===== config.mk =====
export PLATFORM = sky130hd
export DESIGN_NAME = lbc_ctrl
export DESIGN_NICKNAME = d
export VERILOG_FILES = /design/src/sv/lbc_pkg.sv /design/src/sv/lbc_ctrl.sv
export SDC_FILE = /design/constraint.sdc
export NUM_CORES = 1
export LEC_CHECK = 0
export BUFFER_PORTS_ARGS = -buffer_cell sky130_fd_sc_hd__buf_2
export CAP_MARGIN = 15
export CORE_AREA = 4 4 41 43
export DETAILED_ROUTE_END_ITERATION = 6
export DIE_AREA = 0 0 45 47
export GPL_ROUTABILITY_DRIVEN = 0
export PLACE_DENSITY_LB_ADDON = 0.2
export SKIP_LAST_GASP = 1
export SYNTH_ARGS = -nofsm -noshare
export SYNTH_HDL_FRONTEND = slang
export SYNTH_SLANG_ARGS = --single-unit
export TNS_END_PERCENT = 1

===== constraint.sdc =====
create_clock -name clk -period 1.5 [get_ports clk]
set_input_delay 0.075 -clock clk [delete_from_list [all_inputs] [get_ports clk]]
set_output_delay 0.075 -clock clk [all_outputs]
set_load 0.05 [all_outputs]

===== src/sv/lbc_pkg.sv =====
package lbc_pkg;

  localparam int BYTE_W          = 8;
  localparam int CODE_WORD_W     = 12;
  localparam int OUT_TDATA_W     = 16;
  localparam int FIRST_FREE_CODE = 257;

  // controller to datapath
  typedef struct packed {
    logic load;        // take in the accepted item's byte and final flag
    logic set_first;   // first byte of a stream becomes the phrase
    logic scan_start;  // rewind the dictionary scan
    logic scan_run;    // issue the next dictionary read
    logic take_hit;    // phrase becomes the matching code
    logic push_miss;   // emit phrase, add pair while the dictionary has room, restart phrase from byte
    logic push_last;   // emit phrase as stream end, reset for next stream
  } lbc_cmd_t;

  // datapath to controller
  typedef struct packed {
    logic phrase_valid;
    logic last;
    logic hit;
    logic miss;
    logic can_push;
  } lbc_stat_t;

endpackage


===== src/sv/lbc_ctrl.sv =====
module lbc_ctrl (
  input  logic              clk,
  input  logic              rst_n,
  input  logic              in_tvalid,
  input  logic              in_tlast,
  output logic              in_tready,
  input  lbc_pkg::lbc_stat_t stat,
  output lbc_pkg::lbc_cmd_t  cmd
);
  import lbc_pkg::*;

  typedef enum logic [3:0] {
    S_IDLE = 4'b0001,
    S_SCAN = 4'b0010,
    S_MISS = 4'b0100,
    S_LAST = 4'b1000
  } lbc_state_t;

  lbc_state_t state_r, state_nxt;
  logic       accept;

  assign in_tready = (state_r == S_IDLE);
  assign accept    = in_tvalid && in_tready;

  always_comb begin
    state_nxt = state_r;
    cmd       = '0;
    unique case (state_r)
      S_IDLE: begin
        if (accept) begin
          cmd.load = 1'b1;
          if (!stat.phrase_valid) begin
            cmd.set_first = 1'b1;
            if (in_tlast) state_nxt = S_LAST;
          end else begin
            cmd.scan_start = 1'b1;
            state_nxt      = S_SCAN;
          end
        end
      end
      S_SCAN: begin
        if (stat.hit) begin
          cmd.take_hit = 1'b1;
          state_nxt    = stat.last ? S_LAST : S_IDLE;
        end else if (stat.miss) begin
          state_nxt = S_MISS;
        end else begin
          cmd.scan_run = 1'b1;
        end
      end
      S_MISS: begin
        if (stat.can_push) begin
          cmd.push_miss = 1'b1;
          state_nxt     = stat.last ? S_LAST : S_IDLE;
        end
      end
      S_LAST: begin
        if (stat.can_push) begin
          cmd.push_last = 1'b1;
          state_nxt     = S_IDLE;
        end
      end
      default: state_nxt = S_IDLE;
    endcase
  end

  always_ff @(posedge clk) begin
    if (!rst_n) begin
      state_r <= S_IDLE;
    end else begin
      state_r <= state_nxt;
    end
  end

endmodule


==> summary.txt <==
Clock tree
  • Cell chosen for the clock root: sky130_fd_sc_hd__clkbuf_4
  • Worst-path clk slew: 0.04 ns
  • CTS hold repair buffers: 0
  • Count of H-tree levels built during CTS: 1
  • Maximum buffer depth of the clock tree: 2
  • CTS tree: yes
  • Sinks on Clock Net: 4
  • Inserted Clock Buffers: 3
  • Clock insertion delay at the later pin of the skew report: 0.25 ns

Timing
  • Setup slack after layout: -0.0211 ns
  • Setup repair after global routing missed its margin: true
  • Post-layout minimum cycle time: 1.52 ns
  • Peak Freq: 657 MHz
  • Count of pins over their slew limit: 0
  • Maximum clock skew at final layout: 0.00299 ns
  • Relative slew slack: 0.730
  • Final Hold Vio Count: 0
  • Tightest Pin Transition: 0.399 ns
  • Count of endpoints failing setup in the final report: 2
  • Share of the clock period used by the worst path: 1.01

Logic synthesis
  • Flip-flop and latch count after synthesis: 4
  • Average cell area after synthesis: 8.68 sq um
  • Post-synth top area share: 0.181
  • Post-synthesis cell count: 51
  • Total standard cell area after synthesis: 443 sq um
  • Number of nets produced by synthesis: 60
  • Top area cells in the synthesized netlist: sky130_fd_sc_hd__dfxtp_1, sky130_fd_sc_hd__nor4b_4, sky130_fd_sc_hd__nor4b_1
  • Leading area contributor after synthesis: sky130_fd_sc_hd__dfxtp_1
  • Yosys warns: 0
  • Post-synthesis cell type count: 27
  • Sequential-to-total area share from yosys stat: 0.181

Setup path
  • Critical path data required time: 1.66 ns
  • Type of the worst setup path: reg -> reg
  • CP Capture Type: flip-flop
  • Worst setup endpoint: state_r[2]$_SDFFE_PN0P_
  • Launching point of the worst reg2reg path: state_r[3]$_SDFFE_PN0P_
  • Worst reg2reg path endpoint: state_r[2]$_SDFFE_PN0P_
  • Peak fanout along the critical path: 6
  • Kind of start point of the critical path: flip-flop
  • Register-to-register setup slack: -0.02 ns
  • Critical path origin: state_r[3]$_SDFFE_PN0P_
  • R2R cell count: 5
  • Signal arrival time at the worst endpoint: 1.68 ns

Power and ir drop
  • Power density over cell area: 1500 mW/mm^2
  • Pwr Total: 1.01 mW
  • Standby leakage power: 0.301 nW
  • IR drop worst, VDD: 0.958 mV

Global route
  • First-pass GRT wire length: 2200 um
  • Maximum number of pins on one net before global-route repair: 8
  • Total routing resource utilization after global routing: 0.152
  • Number of global-route vias before repair: 470
  • Number of antenna violations at the first check in global routing: 0
  • Grt total ovfl: 0

Drt
  • Via-per-instance ratio: 5.39
  • Antenna-violating nets left: 0
  • WL per Instance: 14.6 um
  • Number of vias after detailed routing: 501
  • Post-Route WL: 1360 um
  • Starting DRC count in detailed routing: 13
  • Number of DRC violations after detailed routing: 0
  • Total iterations of the first detailed-routing run: 4

Die
  • Floorplan core area: 0.00130 sq mm
  • Die Span Y: 47 um
  • X dimension of the die: 45 um
  • Count of pins on the block boundary: 17
  • Die ar.: 0.00212 sq mm
  • Starting utilization of the core area: 0.340
  • Cell row count: 13

Cells and area
  • Top flop regs: state_r: 4 flops
  • Footprint of the multi-input gates: 327 sq um
  • Post-Layout Cell Count: 93
  • Area growth syn-to-layout: 52.8%
  • Top reg by flops: state_r
  • Ratio of cells with drive above 1 in the final layout: 0.590
  • Antenna diode count: 0
  • Fill cell instance count of the final layout: 132
  • Flip-flop count of the largest register, all copies and words added: 4
  • Net count reported at finish: 89
  • Sequential Area: 87.6 sq um

Run status
  • Status: complete, but fails checks
  • Violations in the final reports: setup timing

Place
  • Cell total after placement: 85
  • Detailed placer's ending HPWL: 915 um
  • Buffers on Ports: 16

Flow run
  • Maxcap violations: 0

Hold path
  • WHS Path Cells: 2
  • Hold/Removal Path Class: in -> reg
[worst min-delay path by stage]
stage	startpoint	end	slack, ns
detailed placement	rst_n	state_r[1]$_SDFFE_PN0P_	0.38
finish	rst_n	state_r[1]$_SDFFE_PN0P_	0.12
global route	rst_n	state_r[1]$_SDFFE_PN0P_	0.12
floorplan	rst_n	state_r[1]$_SDFFE_PN0P_	0.19
CTS	rst_n	state_r[1]$_SDFFE_PN0P_	0.13
global placement	rst_n	state_r[1]$_SDFFE_PN0P_	0.38
[cell type report]
| class | instances | share of cell area |
|---|---|---|
| multi-input combinational | 38 | 0.482 |
| clock buffer | 3 | 0.0333 |
| inverter | 5 | 0.0277 |
| timing repair buffer | 28 | 0.299 |
| sequential | 4 | 0.129 |
| tap | 15 | 0.0277 |
[metrics by stage]
| step | area (sq um) | TNS [ns] | hold WS (ns) | setup WS [ns] | utilization |
|---|---|---|---|---|---|
| finish | 677 | -0.0326 | 0.123 | -0.0211 | 0.520 |
| global placement | 563 | -0.158 | 0.382 | -0.126 | 0.433 |
| global route | 677 | -0.454 | 0.125 | -0.0756 | 0.520 |
| floorplan | 447 | -2.58 | 0.193 | -0.379 | - |
| CTS | 644 | -0.000870 | 0.126 | -0.000530 | 0.495 |
| detailed placement | 563 | -0.140 | 0.379 | -0.109 | 0.433 |
[cells in the mapped netlist]
master / n
sky130_fd_sc_hd__buf_4: 1
sky130_fd_sc_hd__a31o_1: 1
sky130_fd_sc_hd__nand2_1: 6
sky130_fd_sc_hd__o31ai_1: 1
sky130_fd_sc_hd__nand3b_1: 1
sky130_fd_sc_hd__nor3b_1: 1
sky130_fd_sc_hd__nor3_1: 1
sky130_fd_sc_hd__inv_1: 5
sky130_fd_sc_hd__a41oi_2: 1
sky130_fd_sc_hd__a21oi_1: 3
sky130_fd_sc_hd__a32o_1: 1
sky130_fd_sc_hd__buf_6: 2
sky130_fd_sc_hd__and2_4: 1
sky130_fd_sc_hd__dfxtp_1: 4
sky130_fd_sc_hd__o32ai_1: 1
sky130_fd_sc_hd__nor2_1: 3
sky130_fd_sc_hd__nor4b_1: 3
sky130_fd_sc_hd__and2_2: 1
sky130_fd_sc_hd__nor2b_1: 2
sky130_fd_sc_hd__and3_2: 2
sky130_fd_sc_hd__and2_1: 1
sky130_fd_sc_hd__nand2b_1: 2
sky130_fd_sc_hd__nor4b_4: 2
sky130_fd_sc_hd__o21a_1: 1
sky130_fd_sc_hd__a32oi_2: 1
sky130_fd_sc_hd__clkbuf_8: 1
sky130_fd_sc_hd__mux2i_1: 2
[per-layer routing]
layer / vias to the layer above / track usage / part of all wire
li1: 238 / - / -
met1: 238 / 0.173 / 0.42
met2: 20 / 0.243 / 0.48
met3: 5 / 0.0460 / 0.065
met4: 0 / 0.105 / 0.035
met5: - / 0 / 0
[cell families after synthesis]
logic type	Yosys count	synth area share
AOI/OAI and AO/OA	10	0.203
buffers and inverters	9	0.141
DFF	4	0.181
muxes	2	0.0452
and+or+nand+nor	26	0.429
[critical path: stages (launching register included)]
cell and delay (ns):
sky130_fd_sc_hd__dfxtp_4 0.37, sky130_fd_sc_hd__nor4b_4 0.36, sky130_fd_sc_hd__buf_4 0.19, sky130_fd_sc_hd__a32oi_4 0.10, sky130_fd_sc_hd__and2_4 0.19, sky130_fd_sc_hd__mux2i_2 0.21
[report_power, final]
part | switching (mW) | total (mW) | internal, mW
Sequential | 0.0401 | 0.177 | 0.137
Clock | 0.0598 | 0.150 | 0.0906
Combinational | 0.350 | 0.686 | 0.336
[timing repair]
action,in CTS,in global routing
setup endpoints to repair,9,11
setup buffers,3,2
pin swaps,4,2
resized for setup,12,4
[cells in the final DEF, fill, tap and decap left out, types with 2 or more instances in the layout]
cell type / instances
sky130_fd_sc_hd__clkbuf_4: 4
sky130_fd_sc_hd__nor2b_1: 2
sky130_fd_sc_hd__nand2_1: 6
sky130_fd_sc_hd__nand2b_1: 2
sky130_fd_sc_hd__dfxtp_2: 3
sky130_fd_sc_hd__nor4b_1: 2
sky130_fd_sc_hd__nor2_1: 3
sky130_fd_sc_hd__nor4b_4: 2
sky130_fd_sc_hd__buf_4: 13
sky130_fd_sc_hd__buf_2: 11
sky130_fd_sc_hd__buf_6: 2
sky130_fd_sc_hd__and3_2: 2
sky130_fd_sc_hd__inv_1: 5
sky130_fd_sc_hd__a21oi_1: 3
Power figures use the tool's default switching activity.
